===== src/sv/bss_pkg.sv =====
// shared types, widths and codes for the block signal statistics design
// no dependencies; imported by bss_unit, block_signal_statistics and bss_checker
package bss_pkg;

    // default parameter values
    localparam int MAX_COUNT_DEF   = 4096;
    localparam int SAMPLE_BITS_DEF = 16;

    // datapath width of the shared arithmetic unit
    localparam int DP_W  = 64;
    localparam int ITR_W = $clog2(DP_W + 1);

    // fixed result field widths
    localparam int MEAN_W   = 24;
    localparam int VAR_W    = 40;
    localparam int STD_W    = 24;
    localparam int ENERGY_W = 43;
    localparam int POWER_W  = 39;
    localparam int RMS_W    = 24;
    localparam int STATUS_W = 2;

    // status codes
    localparam logic [STATUS_W-1:0] ST_OK     = 2'd0;
    localparam logic [STATUS_W-1:0] ST_SINGLE = 2'd1;
    localparam logic [STATUS_W-1:0] ST_DROP   = 2'd2;

    // operations of the shared unit
    typedef enum logic [1:0] {
        OP_MUL  = 2'd0,
        OP_DIV  = 2'd1,
        OP_SQRT = 2'd2,
        OP_SUB  = 2'd3
    } op_kind_t;

    // command from the sequencer to the shared unit
    typedef struct packed {
        logic     start;
        op_kind_t kind;
    } unit_cmd_t;

endpackage


===== src/sv/bss_unit.sv =====
// iterative shared arithmetic unit: shift-add multiply, restoring divide,
// digit-by-digit square root and subtract, all on one 64-bit adder
// depends on bss_pkg
module bss_unit (
    input  logic                    aclk,
    input  logic                    aresetn,
    input  bss_pkg::unit_cmd_t      cmd,
    input  logic [bss_pkg::DP_W-1:0] opnd_a,
    input  logic [bss_pkg::DP_W-1:0] opnd_b,
    output logic                    done,
    output logic [bss_pkg::DP_W-1:0] result,
    output logic [bss_pkg::DP_W-1:0] remainder
);
    import bss_pkg::*;

    logic [DP_W-1:0]  acc_reg, acc_next;
    logic [DP_W-1:0]  x_reg, x_next;
    logic [DP_W-1:0]  y_reg, y_next;
    logic [ITR_W-1:0] itr_reg, itr_next;
    op_kind_t         kind_reg, kind_next;
    logic             busy_reg, busy_next;
    logic             done_reg, done_next;

    logic [DP_W-1:0] add_x, add_y;
    logic            add_sub;
    logic [DP_W:0]   add_sum;
    logic            carry;
    logic [DP_W-1:0] div_t, sqrt_t, sqrt_trial;

    // shifted partial remainders for divide and root
    assign div_t      = {acc_reg[DP_W-2:0], x_reg[DP_W-1]};
    assign sqrt_t     = {acc_reg[DP_W-3:0], x_reg[DP_W-1:DP_W-2]};
    assign sqrt_trial = {y_reg[DP_W-3:0], 2'b01};

    // adder input selection
    always_comb begin
        add_sub = 1'b1;
        add_x   = acc_reg;
        add_y   = y_reg;
        unique case (kind_reg)
            OP_MUL: begin
                add_sub = 1'b0;
                add_y   = x_reg;
            end
            OP_DIV: begin
                add_x = div_t;
            end
            OP_SQRT: begin
                add_x = sqrt_t;
                add_y = sqrt_trial;
            end
            OP_SUB: begin
                add_x = acc_reg;
            end
            default: begin
                add_x = acc_reg;
            end
        endcase
    end

    // the one shared adder / subtractor
    assign add_sum = {1'b0, add_x} + {1'b0, (add_sub ? ~add_y : add_y)}
                   + {{DP_W{1'b0}}, add_sub};
    assign carry   = add_sum[DP_W];

    // load and step
    always_comb begin
        acc_next  = acc_reg;
        x_next    = x_reg;
        y_next    = y_reg;
        itr_next  = itr_reg;
        kind_next = kind_reg;
        busy_next = busy_reg;
        done_next = 1'b0;
        if (cmd.start) begin
            kind_next = cmd.kind;
            busy_next = 1'b1;
            acc_next  = '0;
            x_next    = opnd_a;
            y_next    = opnd_b;
            itr_next  = ITR_W'(DP_W);
            unique case (cmd.kind)
                OP_MUL:  itr_next = ITR_W'(DP_W);
                OP_DIV:  itr_next = ITR_W'(DP_W);
                OP_SQRT: begin
                    y_next   = '0;
                    itr_next = ITR_W'(DP_W / 2);
                end
                OP_SUB: begin
                    acc_next = opnd_a;
                    itr_next = ITR_W'(1);
                end
                default: itr_next = ITR_W'(1);
            endcase
        end else if (busy_reg) begin
            unique case (kind_reg)
                OP_MUL: begin
                    if (y_reg[0]) begin
                        acc_next = add_sum[DP_W-1:0];
                    end
                    x_next = {x_reg[DP_W-2:0], 1'b0};
                    y_next = {1'b0, y_reg[DP_W-1:1]};
                end
                OP_DIV: begin
                    acc_next = carry ? add_sum[DP_W-1:0] : div_t;
                    x_next   = {x_reg[DP_W-2:0], carry};
                end
                OP_SQRT: begin
                    acc_next = carry ? add_sum[DP_W-1:0] : sqrt_t;
                    y_next   = {y_reg[DP_W-2:0], carry};
                    x_next   = {x_reg[DP_W-3:0], 2'b00};
                end
                OP_SUB: begin
                    acc_next = add_sum[DP_W-1:0];
                end
                default: begin
                    acc_next = acc_reg;
                end
            endcase
            itr_next = itr_reg - ITR_W'(1);
            if (itr_reg == ITR_W'(1)) begin
                busy_next = 1'b0;
                done_next = 1'b1;
            end
        end
    end

    // registers
    always_ff @(posedge aclk) begin
        if (!aresetn) begin
            busy_reg <= 1'b0;
            done_reg <= 1'b0;
            kind_reg <= OP_MUL;
            itr_reg  <= '0;
        end else begin
            busy_reg <= busy_next;
            done_reg <= done_next;
            kind_reg <= kind_next;
            itr_reg  <= itr_next;
        end
        acc_reg <= acc_next;
        x_reg   <= x_next;
        y_reg   <= y_next;
    end

    // result selection
    always_comb begin
        unique case (kind_reg)
            OP_MUL:  result = acc_reg;
            OP_DIV:  result = x_reg;
            OP_SQRT: result = y_reg;
            OP_SUB:  result = acc_reg;
            default: result = acc_reg;
        endcase
    end

    assign remainder = acc_reg;
    assign done      = done_reg;

endmodule


===== src/sv/block_signal_statistics.sv =====
// Block statistics over signed samples: a sample is taken in every cycle in which s_valid
// and s_ready are both high and adds to count, sum, sum of squares, minimum and maximum in
// that cycle. The sample flagged last closes the block; s_ready then stays low while one
// shared 64-bit adder works through three shift-add multiplies, one subtract, three
// restoring divides and two square roots, and while the result is handed to the output
// register, which waits further while the previous result word has not yet been taken.
// The result word then sits in the output register, so the next block may start while it
// waits to be taken. Samples beyond MAX_COUNT in a block are dropped and flagged.
// depends on bss_pkg and bss_unit
module block_signal_statistics #(
    parameter int MAX_COUNT   = bss_pkg::MAX_COUNT_DEF,
    parameter int SAMPLE_BITS = bss_pkg::SAMPLE_BITS_DEF
) (
    input  logic                                 aclk,
    input  logic                                 aresetn,
    input  logic                                 s_valid,
    output logic                                 s_ready,
    input  logic signed [SAMPLE_BITS-1:0]        s_sample,
    input  logic                                 s_last,
    output logic                                 m_valid,
    input  logic                                 m_ready,
    output logic [$clog2(MAX_COUNT+1)-1:0]       m_sample_total,
    output logic signed [bss_pkg::MEAN_W-1:0]    m_mean_q8,
    output logic [bss_pkg::VAR_W-1:0]            m_variance_q8,
    output logic [bss_pkg::STD_W-1:0]            m_std_q8,
    output logic [bss_pkg::ENERGY_W-1:0]         m_energy,
    output logic [bss_pkg::POWER_W-1:0]          m_power_q8,
    output logic [bss_pkg::RMS_W-1:0]            m_rms_q8,
    output logic signed [SAMPLE_BITS-1:0]        m_minimum,
    output logic signed [SAMPLE_BITS-1:0]        m_maximum,
    output logic [bss_pkg::STATUS_W-1:0]         m_status
);
    import bss_pkg::*;

    localparam int CW = $clog2(MAX_COUNT + 1);
    localparam int SW = SAMPLE_BITS + CW;
    localparam int QW = 2 * SAMPLE_BITS + CW;

    typedef enum logic [3:0] {
        ST_ACC    = 4'b0001,
        ST_LOAD   = 4'b0010,
        ST_WAIT   = 4'b0100,
        ST_FINISH = 4'b1000
    } state_t;

    typedef enum logic [3:0] {
        PH_NE   = 4'd0,
        PH_SS   = 4'd1,
        PH_NUM  = 4'd2,
        PH_DEN  = 4'd3,
        PH_VAR  = 4'd4,
        PH_MEAN = 4'd5,
        PH_POW  = 4'd6,
        PH_STD  = 4'd7,
        PH_RMS  = 4'd8
    } phase_t;

    state_t state_reg, state_next;
    phase_t phase_reg, phase_next;

    // accumulators
    logic [CW-1:0]                cnt_reg, cnt_next;
    logic signed [SW-1:0]         sum_reg, sum_next;
    logic [QW-1:0]                sq_reg, sq_next;
    logic signed [SAMPLE_BITS-1:0] min_reg, min_next;
    logic signed [SAMPLE_BITS-1:0] max_reg, max_next;
    logic                         drop_reg, drop_next;

    // block-end working registers
    logic [DP_W-1:0] prod_reg, prod_next;
    logic [DP_W-1:0] den_reg, den_next;
    logic [DP_W-1:0] var_reg, var_next;
    logic [DP_W-1:0] mean_reg, mean_next;
    logic [DP_W-1:0] pow_reg, pow_next;
    logic [DP_W-1:0] std_reg, std_next;
    logic [DP_W-1:0] rms_reg, rms_next;

    // output register
    logic                          m_valid_reg, m_valid_next;
    logic [CW-1:0]                 o_cnt_reg;
    logic [MEAN_W-1:0]             o_mean_reg;
    logic [VAR_W-1:0]              o_var_reg;
    logic [STD_W-1:0]              o_std_reg;
    logic [ENERGY_W-1:0]           o_energy_reg;
    logic [POWER_W-1:0]            o_pow_reg;
    logic [RMS_W-1:0]              o_rms_reg;
    logic signed [SAMPLE_BITS-1:0] o_min_reg, o_max_reg;
    logic [STATUS_W-1:0]           o_status_reg;

    logic                           s_acc, out_free, out_load, room;
    logic signed [2*SAMPLE_BITS-1:0] x_sq;
    logic [SW-1:0]                  sum_abs;
    logic [DP_W-1:0]                sum_abs_w, cnt_w, sq_w;
    logic [STATUS_W-1:0]            status_val;

    unit_cmd_t       cmd;
    logic [DP_W-1:0] opnd_a, opnd_b, unit_res, unit_rem;
    logic            unit_done;

    assign s_ready  = (state_reg == ST_ACC);
    assign s_acc    = s_valid && s_ready;
    assign out_free = !m_valid_reg || m_ready;
    assign out_load = (state_reg == ST_FINISH) && out_free;
    assign room     = (cnt_reg < CW'(MAX_COUNT));

    // widened views of the accumulators
    assign x_sq      = s_sample * s_sample;
    assign sum_abs   = sum_reg[SW-1] ? -sum_reg : sum_reg;
    assign sum_abs_w = DP_W'(sum_abs);
    assign cnt_w     = DP_W'(cnt_reg);
    assign sq_w      = DP_W'(sq_reg);

    // sample accumulation, cleared once the result is handed over
    always_comb begin
        cnt_next  = cnt_reg;
        sum_next  = sum_reg;
        sq_next   = sq_reg;
        min_next  = min_reg;
        max_next  = max_reg;
        drop_next = drop_reg;
        if (s_acc) begin
            if (!room) begin
                drop_next = 1'b1;
            end else begin
                cnt_next = cnt_reg + CW'(1);
                sum_next = sum_reg + SW'(s_sample);
                sq_next  = sq_reg + QW'($unsigned(x_sq));
                if (cnt_reg == '0 || s_sample < min_reg) begin
                    min_next = s_sample;
                end
                if (cnt_reg == '0 || s_sample > max_reg) begin
                    max_next = s_sample;
                end
            end
        end else if (out_load) begin
            cnt_next  = '0;
            sum_next  = '0;
            sq_next   = '0;
            drop_next = 1'b0;
        end
    end

    // operands for each block-end step
    always_comb begin
        cmd.start = (state_reg == ST_LOAD);
        cmd.kind  = OP_MUL;
        opnd_a    = '0;
        opnd_b    = '0;
        unique case (phase_reg)
            PH_NE: begin
                opnd_a = sq_w;
                opnd_b = cnt_w;
            end
            PH_SS: begin
                opnd_a = sum_abs_w;
                opnd_b = sum_abs_w;
            end
            PH_NUM: begin
                cmd.kind = OP_SUB;
                opnd_a   = prod_reg;
                opnd_b   = var_reg;
            end
            PH_DEN: begin
                opnd_a = cnt_w;
                opnd_b = cnt_w - DP_W'(1);
            end
            PH_VAR: begin
                cmd.kind = OP_DIV;
                opnd_a   = {prod_reg[DP_W-9:0], 8'd0};
                opnd_b   = den_reg;
            end
            PH_MEAN: begin
                cmd.kind = OP_DIV;
                opnd_a   = {sum_abs_w[DP_W-9:0], 8'd0};
                opnd_b   = cnt_w;
            end
            PH_POW: begin
                cmd.kind = OP_DIV;
                opnd_a   = {sq_w[DP_W-9:0], 8'd0};
                opnd_b   = cnt_w;
            end
            PH_STD: begin
                cmd.kind = OP_SQRT;
                opnd_a   = {var_reg[DP_W-9:0], 8'd0};
            end
            PH_RMS: begin
                cmd.kind = OP_SQRT;
                opnd_a   = {pow_reg[DP_W-9:0], 8'd0};
            end
            default: begin
                cmd.kind = OP_MUL;
            end
        endcase
    end

    bss_unit u_unit (
        .aclk      (aclk),
        .aresetn   (aresetn),
        .cmd       (cmd),
        .opnd_a    (opnd_a),
        .opnd_b    (opnd_b),
        .done      (unit_done),
        .result    (unit_res),
        .remainder (unit_rem)
    );

    // sequencer and result capture
    always_comb begin
        state_next = state_reg;
        phase_next = phase_reg;
        prod_next  = prod_reg;
        den_next   = den_reg;
        var_next   = var_reg;
        mean_next  = mean_reg;
        pow_next   = pow_reg;
        std_next   = std_reg;
        rms_next   = rms_reg;
        unique case (state_reg)
            ST_ACC: begin
                if (s_acc && s_last) begin
                    state_next = ST_LOAD;
                    phase_next = PH_NE;
                end
            end
            ST_LOAD: begin
                state_next = ST_WAIT;
            end
            ST_WAIT: begin
                if (unit_done) begin
                    unique case (phase_reg)
                        PH_NE:   prod_next = unit_res;
                        PH_SS:   var_next  = unit_res;
                        PH_NUM:  prod_next = unit_res;
                        PH_DEN:  den_next  = unit_res;
                        PH_VAR:  var_next  = (cnt_reg < CW'(2)) ? '0 : unit_res;
                        PH_MEAN: begin
                            if (sum_reg[SW-1]) begin
                                mean_next = (unit_rem != '0) ? ~unit_res
                                                             : ~unit_res + DP_W'(1);
                            end else begin
                                mean_next = unit_res;
                            end
                        end
                        PH_POW:  pow_next  = unit_res;
                        PH_STD:  std_next  = unit_res;
                        PH_RMS:  rms_next  = unit_res;
                        default: prod_next = prod_reg;
                    endcase
                    if (phase_reg == PH_RMS) begin
                        state_next = ST_FINISH;
                    end else begin
                        state_next = ST_LOAD;
                        phase_next = phase_t'(phase_reg + 4'd1);
                    end
                end
            end
            ST_FINISH: begin
                if (out_free) begin
                    state_next = ST_ACC;
                end
            end
            default: begin
                state_next = ST_ACC;
            end
        endcase
    end

    // status of the closed block
    always_comb begin
        priority if (drop_reg) begin
            status_val = ST_DROP;
        end else if (cnt_reg <= CW'(1)) begin
            status_val = ST_SINGLE;
        end else begin
            status_val = ST_OK;
        end
    end

    // output valid
    always_comb begin
        m_valid_next = m_valid_reg;
        if (out_load) begin
            m_valid_next = 1'b1;
        end else if (m_ready) begin
            m_valid_next = 1'b0;
        end
    end

    // control registers
    always_ff @(posedge aclk) begin
        if (!aresetn) begin
            state_reg   <= ST_ACC;
            phase_reg   <= PH_NE;
            cnt_reg     <= '0;
            sum_reg     <= '0;
            sq_reg      <= '0;
            drop_reg    <= 1'b0;
            m_valid_reg <= 1'b0;
        end else begin
            state_reg   <= state_next;
            phase_reg   <= phase_next;
            cnt_reg     <= cnt_next;
            sum_reg     <= sum_next;
            sq_reg      <= sq_next;
            drop_reg    <= drop_next;
            m_valid_reg <= m_valid_next;
        end
    end

    // payload registers
    always_ff @(posedge aclk) begin
        min_reg  <= min_next;
        max_reg  <= max_next;
        prod_reg <= prod_next;
        den_reg  <= den_next;
        var_reg  <= var_next;
        mean_reg <= mean_next;
        pow_reg  <= pow_next;
        std_reg  <= std_next;
        rms_reg  <= rms_next;
        if (out_load) begin
            o_cnt_reg    <= cnt_reg;
            o_mean_reg   <= mean_reg[MEAN_W-1:0];
            o_var_reg    <= var_reg[VAR_W-1:0];
            o_std_reg    <= std_reg[STD_W-1:0];
            o_energy_reg <= sq_w[ENERGY_W-1:0];
            o_pow_reg    <= pow_reg[POWER_W-1:0];
            o_rms_reg    <= rms_reg[RMS_W-1:0];
            o_min_reg    <= min_reg;
            o_max_reg    <= max_reg;
            o_status_reg <= status_val;
        end
    end

    assign m_valid        = m_valid_reg;
    assign m_sample_total = o_cnt_reg;
    assign m_mean_q8      = o_mean_reg;
    assign m_variance_q8  = o_var_reg;
    assign m_std_q8       = o_std_reg;
    assign m_energy       = o_energy_reg;
    assign m_power_q8     = o_pow_reg;
    assign m_rms_q8       = o_rms_reg;
    assign m_minimum      = o_min_reg;
    assign m_maximum      = o_max_reg;
    assign m_status       = o_status_reg;

endmodule


===== config.mk =====
export PLATFORM = sky130hd
export DESIGN_NAME = block_signal_statistics
export DESIGN_NICKNAME = d
export VERILOG_FILES = /design/src/sv/bss_pkg.sv /design/src/sv/bss_unit.sv /design/src/sv/block_signal_statistics.sv
export SDC_FILE = /design/constraint.sdc
export NUM_CORES = 2
export LEC_CHECK = 0
export ABC_AREA = 1
export BUFFER_PORTS_ARGS = -buffer_cell sky130_fd_sc_hd__clkbuf_2
export CORE_AREA = 5 5 392 394
export DETAILED_ROUTE_END_ITERATION = 8
export DIE_AREA = 0 0 397 399
export GPL_ROUTABILITY_DRIVEN = 0
export HOLD_SLACK_MARGIN = 0.03
export PLACE_DENSITY_LB_ADDON = 0.3
export SLEW_MARGIN = 5
export SYNTH_ARGS = -nofsm -noshare
export SYNTH_HDL_FRONTEND = slang
export SYNTH_SLANG_ARGS = --single-unit
export TNS_END_PERCENT = 50

===== constraint.sdc =====
create_clock -name aclk -period 33.8 [get_ports aclk]
set_input_delay 5.07 -clock aclk [delete_from_list [all_inputs] [get_ports aclk]]
set_output_delay 5.07 -clock aclk [all_outputs]
set_load 0.1 [all_outputs]

==> results.py <==
metrics = {
    "logic_synthesis": {
        "syn_area_per_cell_um2": 8.59,
        "synth-edff-count": 785,
        "seq_area_frac_synth_pct": 43.3,
        "synthCells": 6920,
        "yosysWarnings": 0,
        "synth_nets": 7439,
        "ys.flop_type": "edfxtp_1",
        "synth_area_mm2": 0.0595,
        "async_flop_share_pct": 0,
        "ys_types": 71,
        "synth_seq_cells": 893,
    },
    "routing": {
        "via_per_inst": 5.71,
        "drtAntennaViolNets": 0,
        "vias": 52400,
        "detail_route.wl_per_cell_um": 23.3,
        "drt_iter0_drc": 6928,
        "totalWireLength_um": 214000,
        "drc_errors": 0,
        "drt_first_pass_iters": 8,
    },
    "final_layout": {
        "layout_common_cells": "nand2_1, inv_1, edfxtp_1",
        "areaGrowthSynthToFinish_pct": 11.3,
        "final_nets": 7593,
        "layout_commonest_cell": "nand2_1",
        "drive_gt1_share_pct": 8.47,
        "multi_input_area_mm2": 0.0287,
        "fillers": 14500,
        "seq_area_mm2": 0.0257,
    },
    "timing": {
        "worstMarginPinSlew_ns": 1.28,
        "min_period_ns": 12.50,
        "post-route-period-util_pct": 37.0,
        "hold_viol": 0,
        "finalSetupViolations": 0,
        "rsz0062_at_grt": "no",
        "max-slew-margin-rel_pct": 14.2,
        "finalSetupTns_ns": 0,
        "final_max_slew_viol_count": 0,
        "fmax_ghz": 0.0800,
        "skew_ns": 0.0303,
    },
    "critical_path": {
        "arrival_ns": 13.11,
        "crit_path_frequent_cell": "nand2_1",
        "cp-start-kind": "input pin",
        "end_kind": "flip-flop",
        "cpPeakStageDelay_ns": 0.67,
        "cp_num_buf_inv": 7,
        "cp_slowest_cell": "fa_1",
        "criticalPathCategory": "input pin to flip-flop",
        "critical_path.top_delay_family": "adder cells",
        "cp.required_ns": 34.42,
        "crit_fanout": 24,
    },
    "cts": {
        "cts.repair.resized": 0,
        "ctsRootBufferMaster": "clkbuf_16",
        "htreeDepth": 3,
        "ctsLongestPathBuffers": 3,
        "clk_pin_slew_ns": 0.06,
        "cts_sinks": 893,
        "insertion_delay_ns": 0.72,
        "cts_tree": "built",
        "cts_buffers": 97,
        "cts_hold_buf": 0,
        "post_cts_buffers": 0,
    },
    "run_status": {
        "outcome": "completed",
    },
    "die": {
        "start_util_pct": 39.8,
        "die-area_mm2": 0.158,
        "die_x_um": 397,
        "rows": 142,
        "io_pins": 264,
        "coreArea_mm2": 0.149,
        "die_h_um": 399,
    },
    "global_route": {
        "grt_max_degree": 171,
        "grt_usage_pct": 26.3,
        "first_global_vias": 50200,
        "grt_pass1_wl_um": 318000,
        "gr-total-overflow": 0,
        "antenna_found_initial": 13,
    },
    "place": {
        "dp_hpwl_um": 159000,
        "numPortBuffers": 263,
    },
    "worst_hold_path": {
        "hold_path_class": "flip-flop to flip-flop",
    },
    "flow_run": {
        "maxCapViolations": 0,
    },
}
synthesized netlist by cell type, drive strengths merged, types with 2 or more instances:
library cell	number	area, um^2
nor3b	2	20.0
nand2b	3	18.8
ha	259	3240
o21bai	19	146
nor3	77	425
a21boi	13	97.6
nand3	273	1380
a22o	15	131
o21a	9	67.6
a31o	8	70.1
a211oi	21	158
fa	239	4780
inv	1065	4000
o22ai	68	425
a221oi	106	928
xor2	87	762
a211o	2	17.5
o211ai	30	225
buf	81	423
clkinv	4	15.0
a31oi	36	238
nand3b	14	105
or2	29	181
xnor2	53	464
a21o	28	210
edfxtp	785	23600
nor2	565	2180
a22oi	58	435
dfxtp	108	2160
and3	3	18.8
a21oi	490	2470
o31ai	10	75.1
nand2	1574	5940
a32o	4	40.0
a2111oi	7	61.3
clkbuf	189	709
nand4	55	344
o21ai	447	2270
o221ai	7	61.3
o2111ai	30	263
nor4	40	256
path summary, 6_finish.rpt:
kind                           start                   end  slack, ns  cells past startpoint
setup / recovery         s_sample[1]            sq_reg[42]      21.30                     33
hold / removal           rms_reg[20]          m_rms_q8[20]       0.41                      0
setup reg to reg  u_unit.kind_reg[0]  u_unit.remainder[52]      27.33                     25
hold reg to reg          rms_reg[20]          m_rms_q8[20]       0.41                      0
layer usage:
layer	global-route usage, %	part of all wire (%)	up-vias	routed length (um)
li1	-	-	23600	-
met1	35.2	40	25000	85400
met2	39.7	42	3162	90500
met3	6.55	12	605	24900
met4	13.8	6.0	8	12700
met5	0	0.026	-	55
worst reg2reg max path, stage by stage (launching register included):
cell	delay, ns
dfxtp_1	0.38
inv_1	0.11
ha_2	0.32
buf_4	0.45
clkinv_2	0.83
buf_4	0.67
nand2_1	0.17
nand2_1	0.09
nand2_1	0.12
nand2_1	0.11
fa_1	0.48
inv_1	0.17
nand3_1	0.09
nand2_1	0.13
nand2_1	0.08
nand3_2	0.13
nand3_2	0.08
nand2_2	0.12
nand2_1	0.08
nand2_2	0.16
nand2_4	0.09
nand3_2	0.48
buf_4	0.43
nand3_1	0.21
nand3_1	0.11
o21ai_0	0.10
final cells by class:
| cell class | count | share of cell area [%] |
|---|---|---|
| Clock inverter | 58 | 1.09 |
| Sequential cell | 893 | 38.9 |
| Antenna cell | 5 | 0.0189 |
| Tap cell | 2016 | 3.81 |
| Multi-Input combinational cell | 4688 | 43.4 |
| Timing Repair Buffer | 325 | 2.73 |
| Clock buffer | 122 | 3.92 |
| Inverter | 1069 | 6.08 |
stage by stage:
step / cell area, um^2 / std cells / hold slack, ns / util [%] / setup slack (ns)
2_1_floorplan: 59500 / 6920 / 0.400 / - / 16.70
3_3_place_gp: 62800 / 8991 / 0.401 / 42.1 / 20.58
3_5_place_dp: 62800 / 8991 / 0.405 / 42.1 / 20.62
4_1_cts: 66100 / 9171 / 0.411 / 44.3 / 21.32
5_1_grt: 66100 / 9172 / 0.417 / 44.3 / 20.65
6_report: 66200 / 9176 / 0.411 / 44.3 / 21.30
kinds of logic after synthesis:
kind of cell / Yosys count / share of synthesized area [%]
buffers and inverters: 1339 / 8.66
adder cells (fa/ha/maj): 498 / 13.5
flip-flops: 893 / 43.3
XOR/XNOR: 140 / 2.06
AO/OA/AOI/OAI: 1414 / 14.2
AND/OR/NAND/NOR: 2636 / 18.3
Power is left out: the tool's default activity adds up to more than one toggle a clock period on the data nets, which glitch-free logic cannot reach.
